File: config.mk
export PLATFORM = sky130hd
export DESIGN_NAME = smpf_queue
export DESIGN_NICKNAME = d
export VERILOG_FILES = /design/src/design/smpf_pkg.sv /design/src/design/smpf_queue.sv
export SDC_FILE = /design/constraint.sdc
export NUM_CORES = 1
export LEC_CHECK = 0
export BUFFER_PORTS_ARGS = -buffer_cell sky130_fd_sc_hd__buf_2
export CORE_AREA = 2 2 310 312
export CTS_CLUSTER_SIZE = 16
export DETAILED_ROUTE_END_ITERATION = 6
export DIE_AREA = 0 0 312 314
export PLACE_DENSITY = 0.49
export SETUP_SLACK_MARGIN = 0.4
export SYNTH_ARGS = -nofsm -noshare
export SYNTH_HDL_FRONTEND = slang
export SYNTH_SLANG_ARGS = --single-unit
File: constraint.sdc
create_clock -name clk -period 30.9 [get_ports clk]
set_input_delay 6.18 -clock clk [delete_from_list [all_inputs] [get_ports clk]]
set_output_delay 6.18 -clock clk [all_outputs]
set_load 0.02 [all_outputs]
File: src/design/smpf_pkg.sv
// ============================================================================
// smpf_pkg: shared types for the scan minimum parabolic fit
// Word and wide-word types, request and result structs, the job that the
// front hands to the back, and the state encodings of the sequencers.
// ============================================================================
`default_nettype none

package smpf_pkg;

  localparam int WORD_BITS = 32;
  // Wide enough for every intermediate product of the fit without wrap.
  localparam int BIG_BITS  = 8 * WORD_BITS + 8;
  localparam int QUO_BITS  = WORD_BITS + 2;
  localparam int QS_BITS   = WORD_BITS + 3;
  localparam int SUM_BITS  = WORD_BITS + 4;
  localparam int CNT_BITS  = $clog2(QUO_BITS);

  typedef logic signed [WORD_BITS-1:0] word_t;
  typedef logic signed [BIG_BITS-1:0]  big_t;

  typedef enum logic [2:0] {
    ST_OK         = 3'd0,
    ST_FEW_ROWS   = 3'd1,
    ST_RISES      = 3'd2,
    ST_NO_MIN     = 3'd3,
    ST_DEGENERATE = 3'd4
  } status_t;

  typedef struct packed {
    word_t position;
    word_t energy;
    word_t density;
    word_t vacancy;
    logic  last;
  } row_in_t;

  typedef struct packed {
    word_t   energy_at_min;
    word_t   density_at_min;
    word_t   vacancy_at_min;
    status_t status;
  } fit_out_t;

  // Slot 0 is the oldest row.
  typedef struct packed {
    word_t [2:0] pos;
    word_t [2:0] en;
    word_t [2:0] den;
    word_t [2:0] vac;
  } window_t;

  typedef struct packed {
    logic    do_fit;
    logic    do_out;
    logic    use_fit;
    status_t status;
    window_t win;
  } job_t;

  typedef enum logic [3:0] {
    BK_IDLE, BK_GEOM, BK_COL, BK_MUL_GO, BK_MUL_WAIT,
    BK_CHECK, BK_DIV_GO, BK_DIV_WAIT, BK_EMIT
  } back_state_t;

  typedef enum logic [3:0] {
    FS_T, FS_DD, FS_D1S, FS_D3S, FS_A, FS_B, FS_C, FS_D,
    FS_N, FS_M, FS_PP, FS_M2, FS_S1, FS_S2, FS_SN
  } fit_step_t;

  typedef enum logic [1:0] {
    COL_ENERGY, COL_DENSITY, COL_VACANCY
  } column_t;

  typedef enum logic [1:0] {
    MUL_IDLE, MUL_RUN, MUL_FIN
  } mul_state_t;

  typedef enum logic [3:0] {
    DIV_IDLE, DIV_SIGN, DIV_ABS, DIV_CHK, DIV_ITER,
    DIV_REM, DIV_FIX, DIV_SUM, DIV_SAT
  } div_state_t;

  function automatic big_t widen(word_t v);
    return {{(BIG_BITS - WORD_BITS){v[WORD_BITS-1]}}, v};
  endfunction

endpackage

`default_nettype wire

File: src/design/smpf_queue.sv
// ============================================================================
// smpf_queue: job queue between front and back
// A small first-in first-out buffer of jobs with a combinational head.
// ============================================================================
`default_nettype none

module smpf_queue import smpf_pkg::*; #(
  parameter int DEPTH = 2
) (
  input  logic clk,
  input  logic rst_n,
  input  logic push,
  input  job_t push_job,
  output logic full,
  input  logic pop,
  output logic head_valid,
  output job_t head
);

  localparam int PTR_BITS = (DEPTH > 1) ? $clog2(DEPTH) : 1;
  localparam int CNT_W    = $clog2(DEPTH + 1);

  job_t                mem_r [DEPTH];
  logic [PTR_BITS-1:0] wr_r, rd_r;
  logic [CNT_W-1:0]    cnt_r;

  function automatic logic [PTR_BITS-1:0] bump(logic [PTR_BITS-1:0] p);
    return (p == PTR_BITS'(DEPTH - 1)) ? '0 : p + PTR_BITS'(1);
  endfunction

  assign full       = (cnt_r == CNT_W'(DEPTH));
  assign head_valid = (cnt_r != '0);
  assign head       = mem_r[rd_r];

  always_ff @(posedge clk) begin
    if (!rst_n) begin
      wr_r  <= '0;
      rd_r  <= '0;
      cnt_r <= '0;
    end else begin
      if (push) begin
        wr_r <= bump(wr_r);
      end
      if (pop) begin
        rd_r <= bump(rd_r);
      end
      if (push && !pop) begin
        cnt_r <= cnt_r + CNT_W'(1);
      end else if (pop && !push) begin
        cnt_r <= cnt_r - CNT_W'(1);
      end
    end
  end

  always_ff @(posedge clk) begin
    if (push) begin
      mem_r[wr_r] <= push_job;
    end
  end

endmodule

`default_nettype wire

==> results.md <==
* #FFs+latches synth at 785
* Fin. Hold Viols at 0
* CTS Buf Count at 86
* Gr ovfl total at 0
* Synth area leaders: edfxtp_1 (82%), mux2_2 (11%), mux2_4 (5.2%)
* CP Max Fanout at 64
* # clock sinks at between 700 and 800
* Rel. slew slack at 0.301
* Syn Inst Count at around 1.2k
* Pre-CTS WS at around 21 ns
* Distinct cells, synth at 17
* Setup TNS at 0 ns
* Period utilization at 0.351
* Max cap viols at 0
* Worst VDD drop at 48.4 uV
* Crit path largest cell delay at 0.87 ns
* RSZ-0062 raised after global routing: false
* Top post-synthesis cells by count: edfxtp_1 (780), mux2_2 (290), mux2_4 (100)
* Critical Path Stages at 5
* F_max at 92.1 MHz
* DR WL/cell at 20.6 microns
* WHS Path Cells at 2
* Chip Width at 312 microns
* Crit path kind: reg -> out
* Finished Layout Cells at 3,428
* HP Class: reg -> reg
* Worst-path clk slew at roughly 0.05 ns
* Clk buf depth at 3
* Ys flop type: edfxtp_1
* Placed cells at 3,258
* Antenna violations before repair at 27
* Largest net degree at the start of global routing at 144
* Worst clock skew at about 0.021 ns
* R2R cell count at 4
* Crit-path leading delay family: buffers and inverters
* I/O pin total at 786
* H-tree levels at 3
* Postcts setup bufs at 0
* Crit path buf inv count at 4
* GRT Overall Usage at 0.139
* Slowest CP cell: dfxtp_4
* Cell Area, Synth at 28,700 sq um
* Post-synthesis sequential area ratio at 0.820
* HPWL after detailed placement at 50.0 mm
* Arrival time worst endpoint at roughly 4.7 ns
* Area delta synth->final at 28.5%
* Critical Path RT at around 25 ns
* Async S/R FF share, synth at 0
* Share of layout cells above drive strength 1 at 0.615
* Die Height at around 310 microns
* Pwr/cell area at 68.8 nW/um^2
* Port Buffer Count at 785
* # resized after CTS at 0
* Final core utilization at 0.390
* Fin nets at 2,476
* Hold Buf Count CTS at 0
* LEAKAGE at 13.8 nW
* First-pass GRT wire length at 101 mm
* Syn nets at 1,630
* DRT Wirelength at 70.8 mm
* FP Rows at roughly 110
* Via count at 14.7k
* Via-to-Cell Ratio at ~4.3
* Top-count cell post-synth: edfxtp_1
* 1st-iter DRT viols at ~830
* Crit. End Element: output pin
* Cell chain of the critical path: buf_4 -> buf_4 -> buf_4 -> mux2_2 -> buf_2
* Antenna-violating nets left at 0
* Final Max Slew Viols at 0
* Crit path launch type: flop
* PnR Total Power at 0.00254 W
* Vias in the first global route at 15.7k
* Yosys top cell by area: edfxtp_1
* Pre-Repair DR Iteration Count at 4
* Ys Warns at 0
* Status: finished, final reports clean
* Initial Util at 0.304
* # setup viols final at 0
* DRC Markers at 0
* Core area at 94,400 sq um
* Clk Latency, worst-skew pair at 0.64 ns
* Die area at 98,000 sq um
* CTS root buffer: clkbuf_16
* Mean post-synth cell area at 23.2 sq um
* Most frequent cell on the critical path: buf_4
* Post-synth EDFFs at 780
* CTS tree: built
* Worst-Margin Slew at 1.05 ns
* Yosys top cell area share at 0.816
* Worst setup margin at 20.04 ns
* Crit path time final at 10.86 ns
* Routability cong. at 0.794
tightest hold or removal path: cells and delay by family (launching register included):
family,cells,cell delay (ns)
AOI/OAI and AO/OA,2,0.15
DFF,1,0.32
final timing paths:
path	from	slack, ns	end
worst min register to register	cnt_r[1]	0.52	cnt_r[1]
worst min-delay path	cnt_r[1]	0.52	cnt_r[1]
worst max register to register	wr_r	26.94	mem_r[0][207]
worst max-delay path	flop	20.04	head[228]
state kept, by name, summed over array words and instances (netlist names), named ones only:
signal and count:
mem_r 780, cnt_r 2, wr_r 1, rd_r 1
area by class of cell:
cell class / count / area [sq um]
antenna: 13 / 32.5
clock buffer: 100 / 2230
clock inverter: 57 / 538
fill: 8807 / 57600
inverter: 1 / 3.75
multi-input combinational: 406 / 4890
sequential: 785 / 23500
tap: 1265 / 1580
timing repair buffer: 801 / 4060
metal layers:
| metal | wire (microns) | track usage | vias to the layer above | part of all wire |
|---|---|---|---|---|
| met1 | 24700 | 0.143 | 7288 | 0.35 |
| met3 | 7440 | 0.0628 | 133 | 0.11 |
| met5 | 179 | 0 | - | 0.0025 |
| met4 | 2010 | 0.0561 | 26 | 0.028 |
| li1 | - | - | 6677 | - |
| met2 | 36400 | 0.245 | 603 | 0.51 |
power breakdown:
| part | internal, W | switching, W |
|---|---|---|
| registers | 0.00123 | 0.0000154 |
| logic | 0.000117 | 0.000173 |
| clock network | 0.000591 | 0.000406 |
| total | 0.00194 | 0.000594 |
kinds of logic after synthesis:
family	Yosys count	share of synthesized area
adders and majority gates	1	0.000436
xor gates and xnor gates	3	0.000916
AOI/OAI and AO/OA	3	0.000698
DFF	785	0.820
and+or+nand+nor	9	0.00196
muxes	390	0.166
buffers and inverters	44	0.0100
per-stage QoR:
step	hold slack (ns)	area [sq um]
final	0.520	36900
after global routing	0.549	36900
after CTS	0.515	36800
after detailed placement	0.498	34100
after global placement	0.485	34100
after floorplan	0.468	28700
layout by cell type, fill, tap and decap left out, drive strengths merged, types with 2 or more instances in the layout:
master    instances
clkbuf          100
clkinvlp          4
dfxtp             5
edfxtp          780
mux2            390
nor2b             3
xor2              2
buf             801
clkinv           40
diode            13
bufinv            9
and2              4
inv               5
Power figures use the tool's default switching activity.
