[src/design/smpf_pkg.sv]
// ============================================================================
// smpf_pkg: shared types for the scan minimum parabolic fit
// Word and wide-word types, request and result structs, the job that the
// front hands to the back, and the state encodings of the sequencers.
// ============================================================================
`default_nettype none

package smpf_pkg;

  localparam int WORD_BITS = 32;
  // Wide enough for every intermediate product of the fit without wrap.
  localparam int BIG_BITS  = 8 * WORD_BITS + 8;
  localparam int QUO_BITS  = WORD_BITS + 2;
  localparam int QS_BITS   = WORD_BITS + 3;
  localparam int SUM_BITS  = WORD_BITS + 4;
  localparam int CNT_BITS  = $clog2(QUO_BITS);

  typedef logic signed [WORD_BITS-1:0] word_t;
  typedef logic signed [BIG_BITS-1:0]  big_t;

  typedef enum logic [2:0] {
    ST_OK         = 3'd0,
    ST_FEW_ROWS   = 3'd1,
    ST_RISES      = 3'd2,
    ST_NO_MIN     = 3'd3,
    ST_DEGENERATE = 3'd4
  } status_t;

  typedef struct packed {
    word_t position;
    word_t energy;
    word_t density;
    word_t vacancy;
    logic  last;
  } row_in_t;

  typedef struct packed {
    word_t   energy_at_min;
    word_t   density_at_min;
    word_t   vacancy_at_min;
    status_t status;
  } fit_out_t;

  // Slot 0 is the oldest row.
  typedef struct packed {
    word_t [2:0] pos;
    word_t [2:0] en;
    word_t [2:0] den;
    word_t [2:0] vac;
  } window_t;

  typedef struct packed {
    logic    do_fit;
    logic    do_out;
    logic    use_fit;
    status_t status;
    window_t win;
  } job_t;

  typedef enum logic [3:0] {
    BK_IDLE, BK_GEOM, BK_COL, BK_MUL_GO, BK_MUL_WAIT,
    BK_CHECK, BK_DIV_GO, BK_DIV_WAIT, BK_EMIT
  } back_state_t;

  typedef enum logic [3:0] {
    FS_T, FS_DD, FS_D1S, FS_D3S, FS_A, FS_B, FS_C, FS_D,
    FS_N, FS_M, FS_PP, FS_M2, FS_S1, FS_S2, FS_SN
  } fit_step_t;

  typedef enum logic [1:0] {
    COL_ENERGY, COL_DENSITY, COL_VACANCY
  } column_t;

  typedef enum logic [1:0] {
    MUL_IDLE, MUL_RUN, MUL_FIN
  } mul_state_t;

  typedef enum logic [3:0] {
    DIV_IDLE, DIV_SIGN, DIV_ABS, DIV_CHK, DIV_ITER,
    DIV_REM, DIV_FIX, DIV_SUM, DIV_SAT
  } div_state_t;

  function automatic big_t widen(word_t v);
    return {{(BIG_BITS - WORD_BITS){v[WORD_BITS-1]}}, v};
  endfunction

endpackage

`default_nettype wire

[src/design/smpf_front.sv]
// ============================================================================
// smpf_front: row window and minimum search
// Slides the three-row window, detects the stop row and the scan end, and
// queues fit and result jobs for the back end.
// ============================================================================
`default_nettype none

module smpf_front import smpf_pkg::*; (
  input  logic    clk,
  input  logic    rst_n,
  input  logic    in_valid,
  output logic    in_ready,
  input  row_in_t in_row,
  input  logic    queue_full,
  output logic    push,
  output job_t    push_job
);

  window_t    win_r, win_nxt;
  logic [1:0] rows_r, rows_nxt, rows_inc;
  logic       stopped_r, stopped_nxt;
  logic       rise_r, rise_nxt;
  logic       rise, stop, accept;

  assign in_ready = !queue_full;
  assign accept   = in_valid && in_ready;
  assign rows_inc = (rows_r == 2'd3) ? rows_r : rows_r + 2'd1;

  always_comb begin
    win_nxt = win_r;
    rise    = 1'b0;
    stop    = 1'b0;
    if (!stopped_r) begin
      win_nxt.pos = {in_row.position, win_r.pos[2], win_r.pos[1]};
      win_nxt.en  = {in_row.energy,   win_r.en[2],  win_r.en[1]};
      win_nxt.den = {in_row.density,  win_r.den[2], win_r.den[1]};
      win_nxt.vac = {in_row.vacancy,  win_r.vac[2], win_r.vac[1]};
      rise = (rows_inc == 2'd2) && ($signed(win_r.en[2]) < $signed(in_row.energy));
      stop = (rows_inc == 2'd3) && !($signed(in_row.energy) < $signed(win_r.en[2]));
    end
    rows_nxt    = rows_inc;
    stopped_nxt = stopped_r || rise || stop;
    rise_nxt    = rise_r || rise;
  end

  always_comb begin
    push_job         = '0;
    push_job.do_fit  = stop;
    push_job.do_out  = in_row.last;
    push_job.win     = win_nxt;
    push_job.use_fit = 1'b0;
    priority if (rows_nxt != 2'd3) begin
      push_job.status = ST_FEW_ROWS;
    end else if (!stopped_nxt) begin
      push_job.status = ST_NO_MIN;
    end else if (rise_nxt) begin
      push_job.status = ST_RISES;
    end else begin
      push_job.status  = ST_OK;
      push_job.use_fit = 1'b1;
    end
  end

  assign push = accept && (stop || in_row.last);

  always_ff @(posedge clk) begin
    if (!rst_n) begin
      rows_r    <= 2'd0;
      stopped_r <= 1'b0;
      rise_r    <= 1'b0;
    end else if (accept) begin
      if (in_row.last) begin
        rows_r    <= 2'd0;
        stopped_r <= 1'b0;
        rise_r    <= 1'b0;
      end else begin
        rows_r    <= rows_nxt;
        stopped_r <= stopped_nxt;
        rise_r    <= rise_nxt;
      end
    end
  end

  always_ff @(posedge clk) begin
    if (accept) begin
      win_r <= win_nxt;
    end
  end

endmodule

`default_nettype wire

[config.mk]
export PLATFORM = sky130hd
export DESIGN_NAME = smpf_front
export DESIGN_NICKNAME = d
export VERILOG_FILES = /design/src/design/smpf_pkg.sv /design/src/design/smpf_front.sv
export SDC_FILE = /design/constraint.sdc
export NUM_CORES = 1
export LEC_CHECK = 0
export BUFFER_PORTS_ARGS = -buffer_cell sky130_fd_sc_hd__buf_2
export CORE_AREA = 4 4 202 204
export DETAILED_ROUTE_END_ITERATION = 12
export DIE_AREA = 0 0 206 208
export PLACE_DENSITY = 0.71
export SYNTH_ARGS = -nofsm -noshare
export SYNTH_HDL_FRONTEND = slang
export SYNTH_SLANG_ARGS = --single-unit
[constraint.sdc]
create_clock -name clk -period 24.9 [get_ports clk]
set_input_delay 4.98 -clock clk [delete_from_list [all_inputs] [get_ports clk]]
set_output_delay 4.98 -clock clk [all_outputs]
set_load 0.1 [all_outputs]
==> results by group <==
Run status
  – Status: finished clean

Route
  – DR WL/cell: 19.6 um
  – Vias/cell: 5.02
  – DR iter-0 viols: 600
  – Detailed Route WL: 40,800 um
  – Antenna Violating Nets Remaining: 0
  – Drt first pass iters: 4
  – DRC viols: 0
  – Vias: 10.4k

Synth
  – Cells after synthesis: 1,001
  – Warnings, synthesis: 0
  – Mapped Area: 0.0171 mm^2
  – Asr flop ratio synth: 0
  – Synth Register Bits: 388
  – Synthesized area per cell: 17.0 um^2
  – Synth cell types: 40
  – Number of synthesized flops with an enable pin: 384
  – Syn_nets: 1,166
  – Commonest register cell after synthesis: edfxtp_1
  – Sequential area share after synthesis: 0.681

Clocking
  – CTS tree: yes
  – # H-tree levels: 2
  – Hold-fix buffer count after cts: 0
  – CTS root buffer: clkbuf_16
  – CTS max path bufs: 3
  – Postcts setup bufs: 0
  – TritonCTS buffer count: 42
  – Clock Latency Late Sink: 0.54 ns
  – # clock sinks: 388
  – Post-CTS Resized: 0
  – Clk pin slew, worst setup/hold paths: 0.06 ns

Timing
  – Setup violations, final: 0
  – Skew final: 0.00766 ns
  – Final Slew Violations: 0
  – Final Hold Viols: 0
  – Hold slack: 0.527 ns
  – Minimum clock period: 12.60 ns
  – RSZ-0062 raised after global routing: no
  – Fmax: 79.3 MHz
  – Slew headroom: 0.272
  – Total negative slack: 0 ns
  – Tightest Pin Transition: 1.09 ns
  – Min setup slack post-route: 12.30 ns
  – Final period util: 0.506

Setup path
  – Critical path's top delay family: simple AND/OR/NAND/NOR gates
  – CP required: 19.92 ns
  – Crit-path max FO: 3
  – CP most frequent cell: buf_2
  – Setup crit end kind: primary output
  – Slowest cell on crit path: nor4b_1
  – Crit Path Class: in -> out
  – Worst setup SP type: input port
  – CP Cell Sequence: buf_2, ha_1, nand4_1, nor3_1, nor4b_1, nor4_1, a211oi_1, and3_1, buf_2
  – Number of buffers and inverters on the critical path: 2
  – Crit path arrival time: 7.62 ns
  – CP max stage delay: 0.48 ns

Placed design
  – IO Port Bufs: 523
  – HPWL Detailed: 29,700 um
  – Worst slack at placement: 12.30 ns
  – GPL Wtd Cong: 0.928

Final layout
  – FF+latch area: 0.0116 mm^2
  – Multi-input gate area: 0.00511 mm^2
  – Area growth from synthesis to layout: 25.8%
  – Commonest cells after routing, fill and taps aside: buf_2, edfxtp_1, mux2_2
  – Share of cells above drive strength 1: 0.602
  – Nets: 1,689
  – N_diodes: 0
  – Commonest non-fill, non-tap cell in the layout: buf_2
  – # fillers: 3,254

Die
  – DIE HEIGHT: 208 um
  – Die W: 206 um
  – FP Rows: 73
  – Starting Density: 0.434
  – Die area: 0.0428 mm^2
  – Io pins: 525
  – Core Area: 0.0393 mm^2

Power and ir drop
  – Static Leak: 8.23 nW
  – Peak supply drop: 0.0000573 V
  – Pwr/cell area: 79.3 mW/mm^2
  – Total power: 0.00170 W

Global route
  – Largest net degree at the start of global routing: 185
  – Grt ovf: 0
  – M1 GR Usage: 0.212
  – Initial antenna violation count: 2
  – GRT Total Usage: 0.181
  – Gr busiest metal: met2
  – Met3 Use GR: 0.0581
  – Vias in the first global route: 10.8k
  – GR Layer Usage met2: 0.306
  – Global-route wire length before repair: 61,400 um

Run
  – Max-Cap Viols: 0

Hold path
  – Worst Hold Class: reg -> reg
[routing by layer]
metal,up-vias,share of wire
met3,87,0.086
met2,367,0.50
met5,-,0.00047
met1,5062,0.38
li1,4917,-
met4,4,0.038
[sequential cells by signal, indices dropped and copies added, names as in the netlist]
signal	flops
win_r	384
rows_r	2
rise_r	1
stopped_r	1
[stage by stage]
stage	util	instances	cell area, um^2
floorplan	-	1001	17100
global placement	0.514	2005	20200
detailed placement	0.514	2005	20200
CTS	0.546	2081	21500
global route	0.546	2081	21500
finish	0.546	2081	21500
[worst register-to-register path: cells and delay by family (launching register included)]
kind | cells | cell delay [ns]
muxes | 1 | 0.51
buffers and inverters | 2 | 1.87
DFF | 1 | 1.05
[Yosys cell counts (2+ instances only)]
| cell type | count | area (um^2) |
|---|---|---|
| o21ai_0 | 33 | 165 |
| clkbuf_1 | 43 | 161 |
| nand3_1 | 7 | 35.0 |
| o211ai_1 | 2 | 15.0 |
| a21oi_1 | 15 | 75.1 |
| inv_1 | 35 | 131 |
| mux2_2 | 352 | 3960 |
| buf_1 | 4 | 15.0 |
| dfxtp_1 | 4 | 80.1 |
| nand4_1 | 4 | 25.0 |
| nor2_1 | 8 | 30.0 |
| nor2b_1 | 3 | 18.8 |
| edfxtp_1 | 384 | 11500 |
| ha_1 | 32 | 400 |
| nand2_1 | 45 | 169 |
| nor4_1 | 2 | 12.5 |
| nor3_1 | 3 | 15.0 |
| buf_4 | 3 | 22.5 |
[kinds of logic after synthesis]
logic type      Yosys count  synth area share
buf+inv                  85            0.0194
flops                   388             0.681
simple gates             79            0.0211
mux                     353             0.233
compound gates           63            0.0219
fa+ha+maj                32            0.0235
other cells               1          0.000220
[area by class of cell]
type                    instances  share of cell area
flip-flops and latches        388               0.541
multi-input cells             528               0.238
repair buffers                529               0.125
clock buffers                  58              0.0528
well taps                     525              0.0306
inverters                      35             0.00647
clock inverters                18             0.00606
[power breakdown]
group | leakage (nW) | switching [W] | total, W | internal, W
Clock | 0.613 | 0.000243 | 0.000581 | 0.000338
Combinational | 3.98 | 0.000301 | 0.000360 | 0.0000589
Sequential | 3.64 | 0.0000107 | 0.000762 | 0.000751
Total | 8.23 | 0.000555 | 0.00170 | 0.00115
[worst paths after layout]
kind	start	to	slack, ns	cells after the start
worst min-delay path	rise_r	rise_r	0.53	2
worst min register to register	rise_r	rise_r	0.53	2
worst max register to register	stopped_r	win_r[64]	21.21	3
worst max-delay path	in_row[88]	push_job[387]	12.30	9
No activity file was read; power rests on OpenSTA's default activity.
